[src/rtl/core/liu3_pkg.sv]
`timescale 1ns / 1ps
// ----------------------------------------------------------------------------
// liu3_pkg
// Shared types and constants for the three-axis linear interpolation
// upsampler.
// ----------------------------------------------------------------------------
package liu3_pkg;

    // Width of the samples-per-update register and its value after reset.
    localparam int unsigned CFG_W     = 7;
    localparam logic [CFG_W-1:0] CFG_RESET = 7'd8;

    // One lane per position axis.
    localparam int unsigned NUM_AXES  = 3;

    typedef enum logic [1:0] {
        ST_IDLE,
        ST_DIV,
        ST_EMIT
    } t_state;

    // Sequencer to lanes.
    typedef struct packed {
        logic start;
        logic adv;
    } t_lane_ctl;

    // Sequencer to output stage.
    typedef struct packed {
        logic load;
        logic last;
    } t_merge_ctl;

endpackage

[src/rtl/core/linear_interp_upsampler_3axis_top.sv]
`timescale 1ns / 1ps
// ----------------------------------------------------------------------------
// linear_interp_upsampler_3axis_top
// Three-axis linear interpolation upsampler for Q16.16 position estimates.
// ----------------------------------------------------------------------------
// Each accepted item carries a new x/y/z position; the block keeps the
// previous one (zero after reset) and emits N items that walk from the old
// position towards the new one in equal steps of (new - old) / N, truncated
// toward zero, the final item being the exact new position with
// o_last_sample set. N is the samples-per-update register (reset value 8);
// a value of zero counts as one and a value above MAX_SAMPLES is clamped to
// MAX_SAMPLES. Write the register only while the block is idle. Each axis
// has its own lane holding a restoring divider that produces one quotient
// bit per cycle. After the accepting edge the lanes divide, apply the sign
// and hand over to the output side, which then presents the first output
// item; the remaining items follow one per cycle when the output is not
// stalled. The next item is taken once the final item of the previous one
// has been loaded into the output register.
// ----------------------------------------------------------------------------
module linear_interp_upsampler_3axis_top #(
    parameter int unsigned MAX_SAMPLES = 64,
    parameter int unsigned POS_WIDTH   = 32
) (
    input  logic                              i_clk,
    input  logic                              i_rst_n,
    // Input channel
    input  logic                              i_in_valid,
    output logic                              o_in_stall,
    input  logic signed [POS_WIDTH-1:0]       i_pos_x,
    input  logic signed [POS_WIDTH-1:0]       i_pos_y,
    input  logic signed [POS_WIDTH-1:0]       i_pos_z,
    // Output channel
    output logic                              o_out_valid,
    input  logic                              i_out_stall,
    output logic signed [POS_WIDTH-1:0]       o_out_x,
    output logic signed [POS_WIDTH-1:0]       o_out_y,
    output logic signed [POS_WIDTH-1:0]       o_out_z,
    output logic                              o_last_sample,
    // Configuration
    input  logic                              i_cfg_we,
    input  logic [liu3_pkg::CFG_W-1:0]        i_cfg_data
);

    localparam int unsigned CW = liu3_pkg::CFG_W;
    localparam int unsigned NA = liu3_pkg::NUM_AXES;
    localparam logic [CW+1:0] MAX_S = (CW+2)'(MAX_SAMPLES);

    liu3_pkg::t_state     r_state, n_state;
    logic [CW-1:0]        r_cfg;
    logic [CW-1:0]        r_n;
    logic [CW-1:0]        r_k;
    logic [CW-1:0]        n_eff;
    logic [NA-1:0][POS_WIDTH-1:0] r_prev;
    logic [NA-1:0][POS_WIDTH-1:0] pos_in;
    logic [NA-1:0][POS_WIDTH-1:0] lane_val;
    logic [NA-1:0][POS_WIDTH-1:0] out_val;
    logic [NA-1:0]        lane_busy;
    logic                 accept;
    logic                 merge_free;
    liu3_pkg::t_lane_ctl  lane_ctl;
    liu3_pkg::t_merge_ctl merge_ctl;

    assign pos_in = {i_pos_z, i_pos_y, i_pos_x};
    assign accept = i_in_valid && (r_state == liu3_pkg::ST_IDLE);
    assign o_in_stall = (r_state != liu3_pkg::ST_IDLE);

    // Effective sample count: zero means one, anything above the maximum
    // is held at the maximum. A clamped value is always below the register
    // range, so the truncation is safe.
    always_comb begin
        priority if (r_cfg == '0) begin
            n_eff = CW'(1);
        end else if ({2'b00, r_cfg} > MAX_S) begin
            n_eff = MAX_S[CW-1:0];
        end else begin
            n_eff = r_cfg;
        end
    end

    always_ff @(posedge i_clk) begin
        if (!i_rst_n) begin
            r_cfg <= liu3_pkg::CFG_RESET;
        end else if (i_cfg_we) begin
            r_cfg <= i_cfg_data;
        end
    end

    // The stored position is replaced as soon as an item is taken; the
    // lanes have already captured the old one at the same edge, and the
    // final output item reads the new one from here.
    always_ff @(posedge i_clk) begin
        if (!i_rst_n) begin
            r_prev <= '0;
        end else if (accept) begin
            r_prev <= pos_in;
        end
    end

    always_ff @(posedge i_clk) begin
        if (!i_rst_n) begin
            r_state <= liu3_pkg::ST_IDLE;
        end else begin
            r_state <= n_state;
        end
    end

    always_ff @(posedge i_clk) begin
        if (accept) begin
            r_n <= n_eff;
            r_k <= CW'(1);
        end else if (merge_ctl.load && !merge_ctl.last) begin
            r_k <= r_k + 1'b1;
        end
    end

    always_comb begin
        n_state        = r_state;
        lane_ctl.start = 1'b0;
        lane_ctl.adv   = 1'b0;
        merge_ctl.load = 1'b0;
        merge_ctl.last = 1'b0;
        unique case (r_state)
            liu3_pkg::ST_IDLE: begin
                if (i_in_valid) begin
                    lane_ctl.start = 1'b1;
                    n_state        = liu3_pkg::ST_DIV;
                end
            end
            liu3_pkg::ST_DIV: begin
                if (lane_busy == '0) begin
                    n_state = liu3_pkg::ST_EMIT;
                end
            end
            liu3_pkg::ST_EMIT: begin
                if (merge_free) begin
                    merge_ctl.load = 1'b1;
                    merge_ctl.last = (r_k == r_n);
                    lane_ctl.adv   = (r_k != r_n);
                    if (r_k == r_n) begin
                        n_state = liu3_pkg::ST_IDLE;
                    end
                end
            end
            default: begin
                n_state = liu3_pkg::ST_IDLE;
            end
        endcase
    end

    for (genvar g = 0; g < NA; g++) begin : g_lane
        liu3_lane #(
            .POS_WIDTH (POS_WIDTH)
        ) u_lane (
            .i_clk   (i_clk),
            .i_rst_n (i_rst_n),
            .i_ctl   (lane_ctl),
            .i_old   (r_prev[g]),
            .i_new   (pos_in[g]),
            .i_n     (n_eff),
            .o_busy  (lane_busy[g]),
            .o_next  (lane_val[g])
        );
    end

    liu3_merge #(
        .POS_WIDTH (POS_WIDTH)
    ) u_merge (
        .i_clk       (i_clk),
        .i_rst_n     (i_rst_n),
        .i_ctl       (merge_ctl),
        .i_lane_val  (lane_val),
        .i_final_val (r_prev),
        .i_out_stall (i_out_stall),
        .o_free      (merge_free),
        .o_out_valid (o_out_valid),
        .o_val       (out_val),
        .o_last      (o_last_sample)
    );

    assign o_out_x = out_val[0];
    assign o_out_y = out_val[1];
    assign o_out_z = out_val[2];

endmodule

[src/rtl/core/liu3_lane.sv]
`timescale 1ns / 1ps
// ----------------------------------------------------------------------------
// liu3_lane
// One axis: divides the position difference by the sample count, one
// quotient bit per cycle, then steps an accumulator from the old position.
// ----------------------------------------------------------------------------
module liu3_lane #(
    parameter int unsigned POS_WIDTH = 32
) (
    input  logic                               i_clk,
    input  logic                               i_rst_n,
    input  liu3_pkg::t_lane_ctl                i_ctl,
    input  logic signed [POS_WIDTH-1:0]        i_old,
    input  logic signed [POS_WIDTH-1:0]        i_new,
    input  logic [liu3_pkg::CFG_W-1:0]         i_n,
    output logic                               o_busy,
    output logic [POS_WIDTH-1:0]               o_next
);

    localparam int unsigned DW  = POS_WIDTH + 1;
    localparam int unsigned CW  = $clog2(DW + 1);
    localparam int unsigned RW  = liu3_pkg::CFG_W;

    logic signed [DW-1:0] diff;
    logic [DW-1:0]        mag;
    logic [RW:0]          trial;
    logic                 ge;
    logic [RW:0]          trial_sub;

    logic [DW-1:0]        r_quo;
    logic [RW-1:0]        r_rem;
    logic [RW-1:0]        r_div;
    logic                 r_neg;
    logic [CW-1:0]        r_cnt;
    logic                 r_busy;
    logic [DW-1:0]        r_acc;
    logic [DW-1:0]        r_step;

    assign diff      = DW'(i_new) - DW'(i_old);
    assign mag       = diff[DW-1] ? DW'(-diff) : DW'(diff);
    assign trial     = {r_rem, r_quo[DW-1]};
    assign ge        = trial >= {1'b0, r_div};
    assign trial_sub = trial - {1'b0, r_div};

    always_ff @(posedge i_clk) begin
        if (!i_rst_n) begin
            r_busy <= 1'b0;
            r_cnt  <= '0;
        end else if (i_ctl.start) begin
            r_busy <= 1'b1;
            r_cnt  <= '0;
        end else if (r_busy) begin
            if (r_cnt == CW'(DW)) begin
                r_busy <= 1'b0;
            end else begin
                r_cnt <= r_cnt + 1'b1;
            end
        end
    end

    always_ff @(posedge i_clk) begin
        if (i_ctl.start) begin
            r_quo <= mag;
            r_rem <= '0;
            r_div <= i_n;
            r_neg <= diff[DW-1];
            r_acc <= DW'(i_old);
        end else if (r_busy) begin
            if (r_cnt == CW'(DW)) begin
                // Apply the sign: this truncates toward zero.
                r_step <= r_neg ? DW'(-r_quo) : r_quo;
            end else begin
                r_quo <= {r_quo[DW-2:0], ge};
                r_rem <= ge ? trial_sub[RW-1:0] : trial[RW-1:0];
            end
        end else if (i_ctl.adv) begin
            r_acc <= r_acc + r_step;
        end
    end

    logic [DW-1:0] next_sum;
    assign next_sum = r_acc + r_step;
    assign o_next   = next_sum[POS_WIDTH-1:0];
    assign o_busy   = r_busy;

endmodule

[src/rtl/core/liu3_merge.sv]
`timescale 1ns / 1ps
// ----------------------------------------------------------------------------
// liu3_merge
// Output register: gathers the three lane values, or the exact new
// position on the final item, together with the last flag.
// ----------------------------------------------------------------------------
module liu3_merge #(
    parameter int unsigned POS_WIDTH = 32
) (
    input  logic                                                i_clk,
    input  logic                                                i_rst_n,
    input  liu3_pkg::t_merge_ctl                                i_ctl,
    input  logic [liu3_pkg::NUM_AXES-1:0][POS_WIDTH-1:0]        i_lane_val,
    input  logic [liu3_pkg::NUM_AXES-1:0][POS_WIDTH-1:0]        i_final_val,
    input  logic                                                i_out_stall,
    output logic                                                o_free,
    output logic                                                o_out_valid,
    output logic [liu3_pkg::NUM_AXES-1:0][POS_WIDTH-1:0]        o_val,
    output logic                                                o_last
);

    logic                                          r_valid;
    logic [liu3_pkg::NUM_AXES-1:0][POS_WIDTH-1:0]  r_val;
    logic                                          r_last;

    // The register may be reloaded when empty or when its item leaves now.
    assign o_free = !r_valid || !i_out_stall;

    always_ff @(posedge i_clk) begin
        if (!i_rst_n) begin
            r_valid <= 1'b0;
        end else if (o_free) begin
            r_valid <= i_ctl.load;
        end
    end

    always_ff @(posedge i_clk) begin
        if (o_free && i_ctl.load) begin
            r_val  <= i_ctl.last ? i_final_val : i_lane_val;
            r_last <= i_ctl.last;
        end
    end

    assign o_out_valid = r_valid;
    assign o_val       = r_val;
    assign o_last      = r_last;

endmodule

[config.mk]
export PLATFORM = sky130hd
export DESIGN_NAME = linear_interp_upsampler_3axis_top
export DESIGN_NICKNAME = d
export VERILOG_FILES = /design/src/rtl/core/liu3_pkg.sv /design/src/rtl/core/linear_interp_upsampler_3axis_top.sv /design/src/rtl/core/liu3_lane.sv /design/src/rtl/core/liu3_merge.sv
export SDC_FILE = /design/constraint.sdc
export NUM_CORES = 2
export LEC_CHECK = 0
export ABC_CLOCK_PERIOD_IN_PS = 13400
export BUFFER_PORTS_ARGS = -buffer_cell sky130_fd_sc_hd__buf_2
export CORE_UTILIZATION = 57
export CTS_CLUSTER_DIAMETER = 40
export DETAILED_ROUTE_END_ITERATION = 10
export HOLD_SLACK_MARGIN = 0.12
export PLACE_DENSITY = 0.75
export SKIP_LAST_GASP = 1
export SLEW_MARGIN = 20
export SYNTH_ARGS = -nofsm -noshare
export SYNTH_HDL_FRONTEND = slang
export SYNTH_SLANG_ARGS = --single-unit
export TNS_END_PERCENT = 20
[constraint.sdc]
create_clock -name i_clk -period 13.4 [get_ports i_clk]
set_input_delay 0.67 -clock i_clk [delete_from_list [all_inputs] [get_ports i_clk]]
set_output_delay 0.67 -clock i_clk [all_outputs]
set_load 0.03 [all_outputs]
==> run_results.csv <==
group,metric,value,unit
outcome,status,"completed",
grt,grt_pass1_vias,28300,
die,rows,92,
layout,final_common_cell,"nand2_1",
cts,cts_tree,"built",
pwr,combPwrFrac,29.5,%
yosys,synth_edf_count,398,
yosys,synth_xor_area_share,8.26,%
setup_path,arrival,5.23,ns
layout,fin_util,65.8,%
timing,setup_viol,0,
place,dp_hpwl,65000,um
timing,fin_skew,0.0300,ns
layout,fillers,5157,
layout,layout_common_cells,"625 x nand2_1, 398 x edfxtp_1, 361 x o21ai_0, 233 x nor2_1, 223 x ha_1",
setup_path,cp-start-kind,"flop",
yosys,synth_largest_area_cell,"edfxtp_1",
grt,grt_max_degree,232,
pwr,max-vdd-ir-drop,0.118,mV
yosys,synthMuxAreaShare,1.74,%
pwr,switchingPower,0.00232,W
pwr,p_sw_share,33.4,%
timing,fin_crit_sh,36.5,%
timing,worst_pin_slew,1.06,ns
routing,wl,92400,um
grt,grt_overflow_total,0,
timing,min_period,4.89,ns
cts,cts_sinks,553,
die,die_area,0.0648,mm^2
die,die_h,255,um
die,die_w,255,um
cts,post_cts_buffers,0,
setup_path,reg2reg_to,"g_lane[1].u_lane.r_quo[1]",
grt,antenna_found_initial,3,
setup_path,crit_path_max_fanout,24,
yosys,synthArstFlopShare,0,%
layout,fin_cells,5099,
yosys,synth-main-ff-cell,"edfxtp_1",
pwr,power.clock.fraction,36.3,%
yosys,synth_top_family_by_area,"compound AO/OA/AOI/OAI gates",
yosys,yosys-top-cells-area,"edfxtp_1 33%, dfxtp_1 8.5%, ha_1 7.7%",
layout,layout.nets,4511,
yosys,synthAdderAreaFrac,8.17,%
yosys,synth_compound_gate_area_share,20.1,%
place,io_buffers,206,
routing,routed_via_density,5.92,
yosys,synth_seq_area_share,41.4,%
cts,ctsResizeCount,0,
yosys,synth.cell_area,0.0364,mm^2
routing,drt_iter0_drc,2481,
place,dp_slack,8.10,ns
die,start_util,57.6,%
yosys,synth_nets,4347,
timing,clock.fmax,204,MHz
yosys,postSynthCellCount,4007,
setup_path,r2r_start,"r_prev[32]",
run,cap_violations,0,
timing,finalMaxSlewViolations,0,
setup_path,crit_required,13.74,ns
routing,drc_errors,0,
place,gp_congestion,0.945,
yosys,synth-simple-area-share,16.6,%
setup_path,r2r_slack,8.51,ns
cts,numCtsBuffers,95,
die,io-pin-count,207,
cts,cts-htree-levels,3,
routing,dr_total_vias,30200,
cts,clock_path_buffers,3,
cts,cts_hold_buf,0,
cts,clk_pin_slew,0.05,ns
cts,clk_latency,0.65,ns
worst_hold_path,worstHoldPathType,"input pin to flop",
setup_path,crit_type,"flop to flop",
grt,grt_usage,28.3,%
layout,area_growth,14.2,%
cts,ctsRootBufferMaster,"clkbuf_16",
timing,setup_ws,8.51,ns
layout,drive_above_1_share,11.5,%
die,core,0.0631,mm^2
setup_path,ff2ff_path_depth,15,
yosys,yosysTopAreaCellShare,32.9,%
yosys,ys_types,88,
grt,grt_pass1_wl,147000,um
yosys,ys_ff_latch,553,
routing,firstDrtPassIters,6,
pwr,internal-power,0.00462,W
worst_hold_path,hold_start,"i_cfg_data[3]",
place,placedCellCount,4919,
timing,relSlewSlack,28.5,%
yosys,yosysWarnings,0,
worst_hold_path,whs_path_depth,3,
yosys,syn_area_per_cell,9.07,um^2
worst_hold_path,min_to,"r_cfg[3]",
timing,rsz0062_at_grt,"false",
routing,avgRoutedWirePerCell,18.1,um
timing,hold_violations,0,
timing,tns,0,ns
pwr,leakage,16.2,nW
setup_path,worst_setup_path_end_kind,"flop",
pwr,p_per_area,167,mW/mm^2
pwr,seq_power_share,34.2,%
routing,ant_nets,0,
## state kept, by name, indices dropped and copies added, names as in the netlist
name	flops
g_lane.u_lane.o_busy	3
r_state	2
g_lane.u_lane.r_cnt	18
r_k	7
u_merge.o_val	96
g_lane.u_lane.r_neg	3
g_lane.u_lane.r_rem	21
g_lane.u_lane.r_step	96
r_prev	96
r_n	7
r_cfg	7
g_lane.u_lane.r_acc	96
u_merge.o_out_valid	1
u_merge.o_last	1
g_lane.u_lane.r_quo	99
## cell type report
| cell class | count | area [um^2] | share of cell area, % |
|---|---|---|---|
| Multi-Input combinational cell | 3096 | 20000 | 48.2 |
| Timing Repair Buffer | 235 | 1310 | 3.16 |
| Antenna cell | 1 | 2.50 | 0.00603 |
| Tap cell | 846 | 1060 | 2.55 |
| Inverter | 190 | 718 | 1.73 |
| Clock buffer | 116 | 2610 | 6.29 |
| Sequential cell | 553 | 15100 | 36.3 |
| Clock inverter | 62 | 732 | 1.76 |
## layer usage
metal	up-vias	track usage, %	part of all wire [%]
met5	-	0	0
met4	0	8.50	2.6
met3	173	4.01	6.2
met2	946	46.6	47
met1	14300	38.7	45
li1	14800	-	-
## synthesized netlist by cell type, types with 24 or more instances
library cell and count:
a211oi_1 38, a21boi_0 105, a21o_1 98, a21oi_1 222, a31oi_1 35, and2_1 29, and3_1 24, clkbuf_1 159
dfxtp_1 155, edfxtp_1 398, ha_1 223, inv_1 189, mux2_2 35, mux2i_1 24, nand2_1 627, nand2b_1 33
nand3_1 66, nand4_1 35, nor2_1 235, nor2b_1 54, nor3_1 62, o211ai_1 31, o21a_1 46, o21ai_0 364
o31ai_1 40, or3_1 43, xnor2_1 219, xor2_1 124
## how the worst max path moves through the flow
stage,startpoint,endpoint,depth (start not counted)
finish,r_prev[32],g_lane[1].u_lane.r_quo[1],15
global route,r_prev[32],g_lane[1].u_lane.r_quo[1],15
CTS,r_prev[32],g_lane[1].u_lane.r_quo[1],15
detailed placement,i_pos_y[0],g_lane[1].u_lane.r_quo[1],17
global placement,i_pos_y[0],g_lane[1].u_lane.r_quo[1],17
floorplan,i_out_stall,g_lane[0].u_lane.r_acc[0],5
## critical path, stage by stage (launching register included)
cell and delay (ns):
dfxtp_1 0.33, ha_1 0.24, fa_1 0.42, nor2b_1 0.16, o31a_1 0.23, o2111ai_1 0.17, a21oi_1 0.27, a211oi_1 0.17
o31a_1 0.41, o2111ai_1 0.31, a31oi_2 0.13, buf_4 0.23, nor2_1 0.66, clkinv_1 0.47, a211oi_1 0.32, a21oi_1 0.06
## power groups by stage
stage / sequential [W] / clock [W] / combinational, W
6_report: 0.00237 / 0.00252 / 0.00205
4_1_cts: 0.00237 / 0.00254 / 0.00204
5_1_grt: 0.00240 / 0.00261 / 0.00228
2_1_floorplan: 0.00239 / 0 / 0.00152
3_3_place_gp: 0.00239 / 0 / 0.00196
3_5_place_dp: 0.00240 / 0 / 0.00201
## cells by family after synthesis
| group | count (synthesis) |
|---|---|
| AO/OA/AOI/OAI | 1149 |
| XOR/XNOR | 343 |
| adder cells (fa/ha/maj) | 232 |
| buffers and inverters | 358 |
| flip-flops | 553 |
| multiplexers | 59 |
| AND/OR/NAND/NOR | 1313 |
## per-stage QoR
| step | total power [W] | cell area, um^2 | hold slack [ns] |
|---|---|---|---|
| 2_1_floorplan | 0.00390 | 36400 | 0.426 |
| 3_3_place_gp | 0.00436 | 38100 | 0.440 |
| 3_5_place_dp | 0.00441 | 38100 | 0.444 |
| 4_1_cts | 0.00695 | 41500 | 0.224 |
| 5_1_grt | 0.00729 | 41500 | 0.238 |
| 6_report | 0.00694 | 41500 | 0.256 |
Power figures use the tool's default switching activity.
